[src/hw/rtl/scaled_pixel_formatter_assert.svh]
// Assertion macros for the scaled pixel formatter; spf_back is the module that includes them.
`ifndef SCALED_PIXEL_FORMATTER_ASSERT_SVH
`define SCALED_PIXEL_FORMATTER_ASSERT_SVH

`ifndef SYNTHESIS

`define SPF_ASSERT_IMPLY(name, clk, rst_n, ante, cons) \
	name: assert property (@(posedge clk) disable iff (!rst_n) (ante) |-> (cons)) \
		else $error("spf: implication check failed");

`define SPF_ASSERT_NEXT(name, clk, rst_n, ante, cons) \
	name: assert property (@(posedge clk) disable iff (!rst_n) (ante) |=> (cons)) \
		else $error("spf: next-cycle check failed");

`else

`define SPF_ASSERT_IMPLY(name, clk, rst_n, ante, cons)

`define SPF_ASSERT_NEXT(name, clk, rst_n, ante, cons)

`endif

`endif

[src/hw/rtl/spf_pkg.sv]
package spf_pkg;

	localparam int POS_W = 12;
	localparam int DIM_W = 13;
	localparam int STRIDE_W = 16;
	localparam int SHIFT_W = 5;
	localparam int COLOUR_W = 24;
	localparam int INDEX_W = 20;
	localparam int OFFSET_W = 29;
	localparam int WORD_W = 32;
	localparam int CFG_IDX_W = 3;
	localparam int CFG_DATA_W = 16;

	localparam logic CMD_MAP = 1'b0;
	localparam logic CMD_PUT = 1'b1;

	localparam logic [1:0] DEPTH_32 = 2'd0;
	localparam logic [1:0] DEPTH_565 = 2'd1;

	localparam logic WSIZE_FOUR = 1'b0;
	localparam logic WSIZE_TWO = 1'b1;

	localparam logic [CFG_IDX_W-1:0] CFG_DEST_WIDTH = 3'd0;
	localparam logic [CFG_IDX_W-1:0] CFG_DEST_HEIGHT = 3'd1;
	localparam logic [CFG_IDX_W-1:0] CFG_LINE_STRIDE = 3'd2;
	localparam logic [CFG_IDX_W-1:0] CFG_DEPTH_MODE = 3'd3;
	localparam logic [CFG_IDX_W-1:0] CFG_RED_SHIFT = 3'd4;
	localparam logic [CFG_IDX_W-1:0] CFG_GREEN_SHIFT = 3'd5;
	localparam logic [CFG_IDX_W-1:0] CFG_BLUE_SHIFT = 3'd6;

	typedef struct packed {
		logic [DIM_W-1:0] dest_width;
		logic [DIM_W-1:0] dest_height;
		logic [STRIDE_W-1:0] line_stride;
		logic [1:0] depth_mode;
		logic [SHIFT_W-1:0] red_shift;
		logic [SHIFT_W-1:0] green_shift;
		logic [SHIFT_W-1:0] blue_shift;
	} cfg_t;

	localparam cfg_t CFG_RESET = '{
		dest_width: 13'd640,
		dest_height: 13'd480,
		line_stride: 16'd2560,
		depth_mode: DEPTH_32,
		red_shift: 5'd16,
		green_shift: 5'd8,
		blue_shift: 5'd0
	};

	typedef struct packed {
		logic write_enable;
		logic [OFFSET_W-1:0] byte_offset;
		logic [WORD_W-1:0] write_word;
		logic write_size;
	} put_res_t;

endpackage

[src/hw/rtl/spf_front.sv]
module spf_front #(
	parameter int SRC_WIDTH = 1024,
	parameter int SRC_HEIGHT = 1024,
	parameter int DW = 23
) (
	input logic clk,
	input logic arst_n,
	input logic valid,
	input logic cmd,
	input logic [spf_pkg::POS_W-1:0] pos_x,
	input logic [spf_pkg::POS_W-1:0] pos_y,
	input logic [spf_pkg::COLOUR_W-1:0] colour,
	input spf_pkg::cfg_t cfg,
	output logic valid_s1,
	output logic cmd_s1,
	output logic [DW-1:0] dvd_x_s1,
	output logic [DW-1:0] dvd_y_s1,
	output spf_pkg::put_res_t put_s1
);
	import spf_pkg::*;

	localparam logic [DW-1:0] SRC_W_D = DW'(SRC_WIDTH);
	localparam logic [DW-1:0] SRC_H_D = DW'(SRC_HEIGHT);

	logic [7:0] red;
	logic [7:0] green;
	logic [7:0] blue;
	logic in_frame;
	logic [OFFSET_W-1:0] line_off;
	put_res_t put_c;

	assign red = colour[23:16];
	assign green = colour[15:8];
	assign blue = colour[7:0];
	assign in_frame = ({1'b0, pos_x} < cfg.dest_width) && ({1'b0, pos_y} < cfg.dest_height);
	assign line_off = OFFSET_W'(pos_y) * OFFSET_W'(cfg.line_stride);

	always_comb begin
		put_c = '0;
		if (in_frame) begin
			case (cfg.depth_mode)
				DEPTH_32: begin
					put_c.write_enable = 1'b1;
					put_c.write_size = WSIZE_FOUR;
					put_c.byte_offset = line_off + OFFSET_W'({pos_x, 2'b00});
					put_c.write_word = (WORD_W'(red) << cfg.red_shift)
						| (WORD_W'(green) << cfg.green_shift)
						| (WORD_W'(blue) << cfg.blue_shift);
				end
				DEPTH_565: begin
					put_c.write_enable = 1'b1;
					put_c.write_size = WSIZE_TWO;
					put_c.byte_offset = line_off + OFFSET_W'({pos_x, 1'b0});
					put_c.write_word = {16'd0, red[7:3], green[7:2], blue[7:3]};
				end
				default: begin
					put_c = '0;
				end
			endcase
		end
	end

	always_ff @(posedge clk or negedge arst_n) begin
		if (!arst_n) begin
			valid_s1 <= 1'b0;
		end else begin
			valid_s1 <= valid;
		end
	end

	always_ff @(posedge clk) begin
		cmd_s1 <= cmd;
		dvd_x_s1 <= DW'(pos_x) * SRC_W_D;
		dvd_y_s1 <= DW'(pos_y) * SRC_H_D;
		put_s1 <= put_c;
	end

endmodule

[src/hw/rtl/spf_div_cell.sv]
module spf_div_cell #(
	parameter int DW = 23
) (
	input logic clk,
	input logic arst_n,
	input logic [spf_pkg::DIM_W-1:0] div_x,
	input logic [spf_pkg::DIM_W-1:0] div_y,
	input logic prev_valid,
	input logic prev_cmd,
	input logic [spf_pkg::DIM_W-1:0] prev_rem_x,
	input logic [DW-1:0] prev_dq_x,
	input logic [spf_pkg::DIM_W-1:0] prev_rem_y,
	input logic [DW-1:0] prev_dq_y,
	input spf_pkg::put_res_t prev_put,
	output logic next_valid,
	output logic next_cmd,
	output logic [spf_pkg::DIM_W-1:0] next_rem_x,
	output logic [DW-1:0] next_dq_x,
	output logic [spf_pkg::DIM_W-1:0] next_rem_y,
	output logic [DW-1:0] next_dq_y,
	output spf_pkg::put_res_t next_put
);
	import spf_pkg::*;

	logic valid_q;
	logic cmd_q;
	logic [DIM_W-1:0] rem_x_q;
	logic [DW-1:0] dq_x_q;
	logic [DIM_W-1:0] rem_y_q;
	logic [DW-1:0] dq_y_q;
	put_res_t put_q;

	logic [DIM_W:0] trial_x;
	logic [DIM_W:0] trial_y;
	logic ge_x;
	logic ge_y;
	logic [DIM_W-1:0] rem_x_c;
	logic [DIM_W-1:0] rem_y_c;

	// one restoring-division step per lane: bring down a dividend bit, try subtract
	assign trial_x = {prev_rem_x, prev_dq_x[DW-1]};
	assign trial_y = {prev_rem_y, prev_dq_y[DW-1]};
	assign ge_x = trial_x >= {1'b0, div_x};
	assign ge_y = trial_y >= {1'b0, div_y};
	assign rem_x_c = ge_x ? DIM_W'(trial_x - {1'b0, div_x}) : trial_x[DIM_W-1:0];
	assign rem_y_c = ge_y ? DIM_W'(trial_y - {1'b0, div_y}) : trial_y[DIM_W-1:0];

	always_ff @(posedge clk or negedge arst_n) begin
		if (!arst_n) begin
			valid_q <= 1'b0;
		end else begin
			valid_q <= prev_valid;
		end
	end

	always_ff @(posedge clk) begin
		cmd_q <= prev_cmd;
		rem_x_q <= rem_x_c;
		rem_y_q <= rem_y_c;
		dq_x_q <= {prev_dq_x[DW-2:0], ge_x};
		dq_y_q <= {prev_dq_y[DW-2:0], ge_y};
		put_q <= prev_put;
	end

	assign next_valid = valid_q;
	assign next_cmd = cmd_q;
	assign next_rem_x = rem_x_q;
	assign next_dq_x = dq_x_q;
	assign next_rem_y = rem_y_q;
	assign next_dq_y = dq_y_q;
	assign next_put = put_q;

endmodule

[src/hw/rtl/spf_back.sv]
`include "scaled_pixel_formatter_assert.svh"

module spf_back #(
	parameter int SRC_WIDTH = 1024,
	parameter int SRC_HEIGHT = 1024,
	parameter int DW = 23
) (
	input logic clk,
	input logic arst_n,
	input logic valid,
	input logic cmd,
	input logic [DW-1:0] quo_x,
	input logic [DW-1:0] quo_y,
	input spf_pkg::put_res_t put,
	input spf_pkg::cfg_t cfg,
	output logic done,
	output logic [spf_pkg::INDEX_W-1:0] source_index,
	output logic write_enable,
	output logic [spf_pkg::OFFSET_W-1:0] byte_offset,
	output logic [spf_pkg::WORD_W-1:0] write_word,
	output logic write_size
);
	import spf_pkg::*;

	localparam int PW = DW + DIM_W;
	localparam logic [DW-1:0] SRC_W_D = DW'(SRC_WIDTH);
	localparam logic [DW-1:0] SRC_H_D = DW'(SRC_HEIGHT);
	localparam logic [PW-1:0] SRC_W_P = PW'(SRC_WIDTH);

	logic [DW-1:0] sx;
	logic [DW-1:0] sy;
	logic [PW-1:0] lin;
	logic [INDEX_W-1:0] index_c;

	logic done_q;
	logic [INDEX_W-1:0] index_q;
	put_res_t put_q;

	always_comb begin
		if (cfg.dest_width == '0) begin
			sx = '0;
		end else if (quo_x >= SRC_W_D) begin
			sx = SRC_W_D - DW'(1);
		end else begin
			sx = quo_x;
		end
		if (cfg.dest_height == '0) begin
			sy = '0;
		end else if (quo_y >= SRC_H_D) begin
			sy = SRC_H_D - DW'(1);
		end else begin
			sy = quo_y;
		end
	end

	assign lin = PW'(sy) * SRC_W_P + PW'(sx);
	assign index_c = lin[INDEX_W-1:0];

	always_ff @(posedge clk or negedge arst_n) begin
		if (!arst_n) begin
			done_q <= 1'b0;
		end else begin
			done_q <= valid;
		end
	end

	always_ff @(posedge clk) begin
		if (cmd == CMD_MAP) begin
			index_q <= index_c;
			put_q <= '0;
		end else begin
			index_q <= '0;
			put_q <= put;
		end
	end

	assign done = done_q;
	assign source_index = index_q;
	assign write_enable = put_q.write_enable;
	assign byte_offset = put_q.byte_offset;
	assign write_word = put_q.write_word;
	assign write_size = put_q.write_size;

	`SPF_ASSERT_IMPLY(a_two_byte_writes, clk, arst_n, done_q && put_q.write_size, put_q.write_enable)
	`SPF_ASSERT_IMPLY(a_565_upper_zero, clk, arst_n, done_q && put_q.write_size, put_q.write_word[31:16] == 16'd0)
	`SPF_ASSERT_IMPLY(a_write_no_index, clk, arst_n, done_q && put_q.write_enable, index_q == '0)
	`SPF_ASSERT_NEXT(a_done_follows_valid, clk, arst_n, !valid, !done_q)

endmodule

[src/hw/rtl/scaled_pixel_formatter.sv]
// Pipeline: the start edge loads the front stage; DW division cells and one output stage follow,
//   with DW = 12 + clog2(max source side + 1); done rises when an item leaves the output stage.
// Throughput: one item per cycle; busy is always low and the row of division cells sets the depth.
// Reset: arst_n resets cfg_q and clears only the valid bits, emptying the pipeline at once.
// done pulses for one cycle per item; the receiver cannot stall.
module scaled_pixel_formatter #(
	parameter int SRC_WIDTH = 1024,
	parameter int SRC_HEIGHT = 1024
) (
	input logic clk,
	input logic arst_n,
	input logic start,
	output logic busy,
	input logic cfg_write,
	input logic [spf_pkg::CFG_IDX_W-1:0] cfg_index,
	input logic [spf_pkg::CFG_DATA_W-1:0] cfg_data,
	input logic cmd,
	input logic [spf_pkg::POS_W-1:0] pos_x,
	input logic [spf_pkg::POS_W-1:0] pos_y,
	input logic [spf_pkg::COLOUR_W-1:0] colour,
	output logic done,
	output logic [spf_pkg::INDEX_W-1:0] source_index,
	output logic write_enable,
	output logic [spf_pkg::OFFSET_W-1:0] byte_offset,
	output logic [spf_pkg::WORD_W-1:0] write_word,
	output logic write_size
);
	import spf_pkg::*;

	localparam int SRC_MAX = (SRC_WIDTH > SRC_HEIGHT) ? SRC_WIDTH : SRC_HEIGHT;
	localparam int DW = POS_W + $clog2(SRC_MAX + 1);

	cfg_t cfg_q;

	logic chain_valid [0:DW];
	logic chain_cmd [0:DW];
	logic [DIM_W-1:0] chain_rem_x [0:DW];
	logic [DW-1:0] chain_dq_x [0:DW];
	logic [DIM_W-1:0] chain_rem_y [0:DW];
	logic [DW-1:0] chain_dq_y [0:DW];
	put_res_t chain_put [0:DW];

	assign busy = 1'b0;

	always_ff @(posedge clk or negedge arst_n) begin
		if (!arst_n) begin
			cfg_q <= CFG_RESET;
		end else if (cfg_write) begin
			case (cfg_index)
				CFG_DEST_WIDTH: cfg_q.dest_width <= cfg_data[DIM_W-1:0];
				CFG_DEST_HEIGHT: cfg_q.dest_height <= cfg_data[DIM_W-1:0];
				CFG_LINE_STRIDE: cfg_q.line_stride <= cfg_data[STRIDE_W-1:0];
				CFG_DEPTH_MODE: cfg_q.depth_mode <= cfg_data[1:0];
				CFG_RED_SHIFT: cfg_q.red_shift <= cfg_data[SHIFT_W-1:0];
				CFG_GREEN_SHIFT: cfg_q.green_shift <= cfg_data[SHIFT_W-1:0];
				CFG_BLUE_SHIFT: cfg_q.blue_shift <= cfg_data[SHIFT_W-1:0];
				default: cfg_q <= cfg_q;
			endcase
		end
	end

	spf_front #(
		.SRC_WIDTH(SRC_WIDTH),
		.SRC_HEIGHT(SRC_HEIGHT),
		.DW(DW)
	) u_front (
		.clk(clk),
		.arst_n(arst_n),
		.valid(start && !busy),
		.cmd(cmd),
		.pos_x(pos_x),
		.pos_y(pos_y),
		.colour(colour),
		.cfg(cfg_q),
		.valid_s1(chain_valid[0]),
		.cmd_s1(chain_cmd[0]),
		.dvd_x_s1(chain_dq_x[0]),
		.dvd_y_s1(chain_dq_y[0]),
		.put_s1(chain_put[0])
	);

	assign chain_rem_x[0] = '0;
	assign chain_rem_y[0] = '0;

	for (genvar k = 0; k < DW; k++) begin : g_cell
		spf_div_cell #(
			.DW(DW)
		) u_cell (
			.clk(clk),
			.arst_n(arst_n),
			.div_x(cfg_q.dest_width),
			.div_y(cfg_q.dest_height),
			.prev_valid(chain_valid[k]),
			.prev_cmd(chain_cmd[k]),
			.prev_rem_x(chain_rem_x[k]),
			.prev_dq_x(chain_dq_x[k]),
			.prev_rem_y(chain_rem_y[k]),
			.prev_dq_y(chain_dq_y[k]),
			.prev_put(chain_put[k]),
			.next_valid(chain_valid[k+1]),
			.next_cmd(chain_cmd[k+1]),
			.next_rem_x(chain_rem_x[k+1]),
			.next_dq_x(chain_dq_x[k+1]),
			.next_rem_y(chain_rem_y[k+1]),
			.next_dq_y(chain_dq_y[k+1]),
			.next_put(chain_put[k+1])
		);
	end

	spf_back #(
		.SRC_WIDTH(SRC_WIDTH),
		.SRC_HEIGHT(SRC_HEIGHT),
		.DW(DW)
	) u_back (
		.clk(clk),
		.arst_n(arst_n),
		.valid(chain_valid[DW]),
		.cmd(chain_cmd[DW]),
		.quo_x(chain_dq_x[DW]),
		.quo_y(chain_dq_y[DW]),
		.put(chain_put[DW]),
		.cfg(cfg_q),
		.done(done),
		.source_index(source_index),
		.write_enable(write_enable),
		.byte_offset(byte_offset),
		.write_word(write_word),
		.write_size(write_size)
	);

endmodule
[config.mk]
export PLATFORM = sky130hd
export DESIGN_NAME = scaled_pixel_formatter
export DESIGN_NICKNAME = d
export VERILOG_FILES = /design/src/hw/rtl/spf_pkg.sv /design/src/hw/rtl/spf_front.sv /design/src/hw/rtl/spf_div_cell.sv /design/src/hw/rtl/spf_back.sv /design/src/hw/rtl/scaled_pixel_formatter.sv
export VERILOG_INCLUDE_DIRS = /design/src /design/src/hw/rtl
export SDC_FILE = /design/constraint.sdc
export NUM_CORES = 2
export LEC_CHECK = 0
export BUFFER_PORTS_ARGS = -buffer_cell sky130_fd_sc_hd__buf_2
export CAP_MARGIN = 20
export CORE_MARGIN = 2
export CORE_UTILIZATION = 50
export DETAILED_ROUTE_END_ITERATION = 16
export PLACE_DENSITY_LB_ADDON = 0.15
export SYNTH_ARGS = -nofsm -noshare
export SYNTH_HDL_FRONTEND = slang
export SYNTH_SLANG_ARGS = --single-unit
export TNS_END_PERCENT = 50
[constraint.sdc]
create_clock -name clk -period 19.1 [get_ports clk]
set_input_delay 1.91 -clock clk [delete_from_list [all_inputs] [get_ports clk]]
set_output_delay 1.91 -clock clk [all_outputs]
set_load 0.02 [all_outputs]
Word level (Yosys, flattened, before mapping)
Index checks and enable logic that the tools add are counted.
Widths: inputs -> output; s select.
- add/subtract/negate cells: 47
- multiply operators: 1
- magnitude comparators: 50
- equality and inequality tests: 7
- shift-type cells: 3
- multiplexer cells: 47
- bitwise logic cells: 2
- reductions and logical operators: 12
- operators with widths (cell ; number):
    $ge 14x13->1 ; 44
    $mux 13 ; 42
    $sub 13x13->13 ; 42
    $pmux 63 s2 ; 1
    $shl 8x5->32 ; 3
    $or 32x32->32 ; 2
    $ge 23x11->1 const B ; 2
    $mux 20 ; 2
    $add 28x13->29 ; 1
    $add 28x14->29 ; 1
    $mul 12x16->28 ; 1
    $ge 1x13->1 const A ; 2
    $logic_not 13->1 ; 2
    $lt 12x13->1 ; 2
    $sub 1x13->13 const A ; 2
    $add 20x20->20 ; 1
    $mux 10 ; 2
    $reduce_and 2->1 ; 7
    $eq 3x3->1 const B ; 3
    $eq 3x2->1 const B ; 2
    $eq 3x1->1 const B ; 1
    $logic_not 3->1 ; 1
    $eq 2x1->1 const B ; 1
    $logic_not 2->1 ; 1
    $logic_and 1x1->1 ; 1
- register bits after elaboration: 3007
- output and inout port bits: 85
- word-level logic and storage cells: 438

Logic depth before layout (Yosys ltp)
- word-level depth: 4
- mapped depth: 30
- gate-level depth less buffers: 28

Hierarchy
A second synthesis with hierarchy kept.
- cells, all modules: 10189
- area total of the unflattened synthesis: 119294.4 um2
- modules (own cells, without submodules) (module ; times used ; cells an instance ; area an instance (um2)):
    spf_div_cell (g_cell[0].u_cell ...) ; 15 ; 361 ; 4435.5
    spf_div_cell (g_cell[16].u_cell ...) ; 7 ; 356 ; 4375.4
    spf_front ; 1 ; 1540 ; 12458.2
    spf_div_cell (g_cell[1].u_cell) ; 1 ; 357 ; 4551.9
    spf_back ; 1 ; 254 ; 2836.5
    scaled_pixel_formatter ; 1 ; 131 ; 2287.2

Least setup slack after synthesis
OpenSTA, ideal clock, no wires.
- kind: input-to-reg
- start: input pos_y[5] (netlist bit)
- end: register u_front.put_s1[60] (netlist bit)
- library setup time: 0.071 ns
- data arrival time: 7.908 ns
- data required time: 19.029 ns
- path slack: 11.122 ns
- cell stages on the path: 27
- path buffers: 2
- cells stage by stage: clkbuf_1 nand2_1 fa_1 fa_1 inv_1 ha_1 fa_1 inv_1 fa_1 inv_1 ha_1 a21oi_1 nand2_1 a21o_1 a21oi_1 xnor2_1 ha_1 o21ai_0 nor2_1 nor2_1 nand3_1 a311oi_1 a2111oi_4 and3_1 buf_2 a31o_2 a21oi_1
- cells in the longest elaborated chain, start to end: 3
- ends and longest elaborated chain (what ; RTL line ; RTL):
    start, declared ; scaled_pixel_formatter.sv:19 ; input logic [spf_pkg::POS_W-1:0] pos_y,
    $mul 12x16->28 ; spf_front.sv:36 ; assign line_off = OFFSET_W'(pos_y) * OFFSET_W'(cfg.line_stride);
    $add 28x13->29 / $add 28x14->29 (equally long branches) ; spf_front.sv:53, spf_front.sv:45 ;
    $pmux 63 s2 ; spf_front.sv:41 ; case (cfg.depth_mode)
    end signal, assigned ; spf_front.sv:75 ; put_s1 <= put_c;
    end, declared ; spf_front.sv:18 ; output spf_pkg::put_res_t put_s1
Several ways; a longest one is shown, not always the timed one.
A chain may end at the register's enable or synchronous reset.

Final worst setup path
- start: input pos_y[4] (netlist bit)
- end: register u_front.put_s1[58] (netlist bit)
The elaborated chain is that of the path after synthesis.

==> results.ini <==
[yosys]
synth.ff_latch_count=3007
ys_types=90
syn_avg_cell_area_um2=11.69
synth-xor-area-share=0.03286
ys.flop_type=dfxtp_1
synth_compound_area_frac=0.08191
syn_inst=8778
synthMuxAreaShare=0.05239
netlist.area_leader.share=0.5703
ys_seq_area_frac=0.5909
ys_warn_count=0
syn-cell-area_um2=102600
synth_top_family_by_area=adder cells
synthSimpleGateAreaFrac=0.09873
synth-edff-count=0
async_flop_share=0.02793
yosysTopAreaCell=dfxtp_1
synthAdderAreaFrac=0.1206
synth_area_leaders=dfxtp_1 57%, ha_1 8.5%, mux2_2 4.4%

[drt]
remaining_drc_errors=0
ant_nets=0
vias=61440
post_drt_wl_per_cell_um=17.05
drt-total-wl_um=205900
via_per_inst=5.087
dr.pass1.iters=8
drt_iter0_drc=3093

[clock_tree]
cts_setup_buffers=0
cts_hold_buf=0
cts_tree=built
cts_root_buf=clkbuf_16
clkSlewWorstSetupHoldPaths_ns=0.06
cts_max_path_buffers=4
ctsResizeCount=0
numCtsBuffers=307
worst_skew_pair.late_latency_ns=0.93
cts.sinks=3007
h-tree-depth=5

[timing]
worstMarginPinSlew_ns=1.230
setup_violations=0
hold_viol=0
max_freq_mhz=123.8
finalSetupTns_ns=0
slew_headroom=0.1725
fin_crit_ns=8.076
rsz0062_at_grt=no
post-route-period-util=0.4228
finalClockSkew_ns=0.08908
slew_violations=0
fin_ws_ns=11.02

[global_route]
grt_pass1_vias=61710
grt_max_degree=71
overflow=0
grt_pass1_wl_um=327400
gr-usage-all-layers=0.1952
antenna_found_initial=11

[hold_path]
hold_path_class=flip-flop to flip-flop
whs_path_depth=0

[placement]
dp_hpwl_um=140300
pre_cts_ws_ns=10.29
portBuffers=155
place.gp.congestion=0.8743

[critical_path]
worstSetupEndpointType=flip-flop
worstPathArrival_ns=8.88
r2r_slack_ns=11.75
path_class=input pin to flip-flop
crit_path_cell_trace=buf_2, and2_1, fa_1, ha_1, fa_1, inv_1, fa_1, fa_1, inv_1, ha_1, a21o_1, a21oi_1, nand2_1, a21o_1, a21oi_1, xnor2_1, ha_1, nand3_1, o311ai_0, a21oi_1, a2111oi_4, nand3_1, or3b_1, a21oi_1
r2r_cells=24
slowest_stage=fa_1
cp_max_fo=18
slowest_delay_ns=0.55
cp.required_ns=19.91
startpoint_type=input pin

[cells_and_area]
layout-drive-gt1-share=0.1297
area_growth_pct=13.98
nets=10110
fillers=16720

[run_status]
status=completed

[floorplanning]
die_y_um=457.0
start_util=0.5021
rows=166
core_area_um2=204400
die_w_um=457.0
pin_count=157
dieArea_um2=208900

[flow_run]
cap_violations=0

path summary, 6_finish.rpt:
kind,endpoint,startpoint
max,u_front.put_s1[58]$_SDFF_PN0_,pos_y[4]
min,g_cell[21].u_cell.next_put[0]$_DFF_P_,g_cell[20].u_cell.next_put[0]$_DFF_P_
max reg2reg,u_front.put_s1[58]$_SDFF_PN0_,cfg_q[17]$_DFFE_PN0P_
min reg2reg,g_cell[21].u_cell.next_put[0]$_DFF_P_,g_cell[20].u_cell.next_put[0]$_DFF_P_
max in group asynchronous,cfg_q[15]$_DFFE_PN0P_,arst_n
min in group asynchronous,g_cell[15].u_cell.next_valid$_DFF_PN0_,arst_n
final cells by class:
type	count	area (um2)	share of cell area
inverters	439	1648	0.01409
clock buffers	422	8838	0.07557
well taps	2688	3363	0.02876
repair buffers	227	1344	0.01149
multi-input cells	5181	39840	0.3407
flip-flops and latches	3007	60640	0.5185
diodes	7	17.52	0.0001498
clock inverters	107	1262	0.01079
flip-flops by register name, indices dropped and copies added (netlist names), 12 cells and up:
register / count
cfg_q: 59
g_cell.u_cell.next_cmd: 23
g_cell.u_cell.next_dq_x: 354
g_cell.u_cell.next_dq_y: 354
g_cell.u_cell.next_put: 1449
g_cell.u_cell.next_rem_x: 286
g_cell.u_cell.next_rem_y: 286
g_cell.u_cell.next_valid: 23
u_back.byte_offset: 29
u_back.source_index: 20
u_back.write_word: 32
u_front.dvd_x_s1: 12
u_front.dvd_y_s1: 12
u_front.put_s1: 63
cell usage in the layout (no fill, tap or decap), drive strengths merged, types with 146 or more instances in the layout:
cell type	n
inv	448
clkbuf	423
ha	693
a21oi	358
mux2	400
nor3	179
nand2	545
nor2b	184
nor2	621
fa	185
buf	226
o21ai	361
and2	146
xnor2	271
dfxtp	2923
logic make-up after synthesis:
| group | Yosys count |
|---|---|
| fa+ha+maj | 878 |
| buf+inv | 599 |
| other cells | 2 |
| xor+xnor | 385 |
| mux | 487 |
| compound gates | 1286 |
| simple gates | 2134 |
| flops | 3007 |
critical path: cells and delay by family:
kind	cells	cell delay [ns]
adder cells (fa/ha/maj)	7	2.98
buffers and inverters	3	0.57
XOR/XNOR	1	0.16
AO/OA/AOI/OAI	8	2.07
AND/OR/NAND/NOR	5	1.16
cells in the mapped netlist, types with 16 or more instances:
cell type	number
mux2i_1	87
a21oi_1	358
buf_2	36
and2_1	146
a31oi_1	18
a21o_1	59
a211oi_1	64
and3_1	24
o32ai_1	16
nor2b_1	184
ha_1	693
dfrtp_1	74
clkbuf_1	114
o21a_1	45
nand2_1	545
inv_1	435
nand3_1	122
xor2_1	114
xnor2_1	271
or3_1	49
a41o_1	30
nor2_1	621
mux2_2	400
nand2b_1	60
a21boi_0	75
dfxtp_1	2923
o41a_1	28
nand4_1	114
o21ai_1	38
nor3_1	178
fa_1	185
or2_2	47
o31ai_1	43
o21ai_0	323
stage by stage:
step	hold WS, ns	util	std cells	area, um2
global route	0.2513	0.5722	12070	116900
global placement	0.3096	0.5223	11530	106700
CTS	0.2573	0.5720	12070	116900
detailed placement	0.3121	0.5226	11540	106800
finish	0.2577	0.5722	12080	117000
floorplan	0.3096	-	8787	102600
per-layer routing:
metal	GRT usage	up-vias	share of wire	wire, um
met2	0.3231	1141	0.46	95490
met3	0.03022	453	0.038	7774
met1	0.2543	29100	0.46	94410
li1	-	30740	-	-
met5	0	-	0.00022	46
met4	0.08268	8	0.040	8195
Power is not shown: default switching activity piles up to over one toggle a cycle in this logic, so the estimate is an artifact.
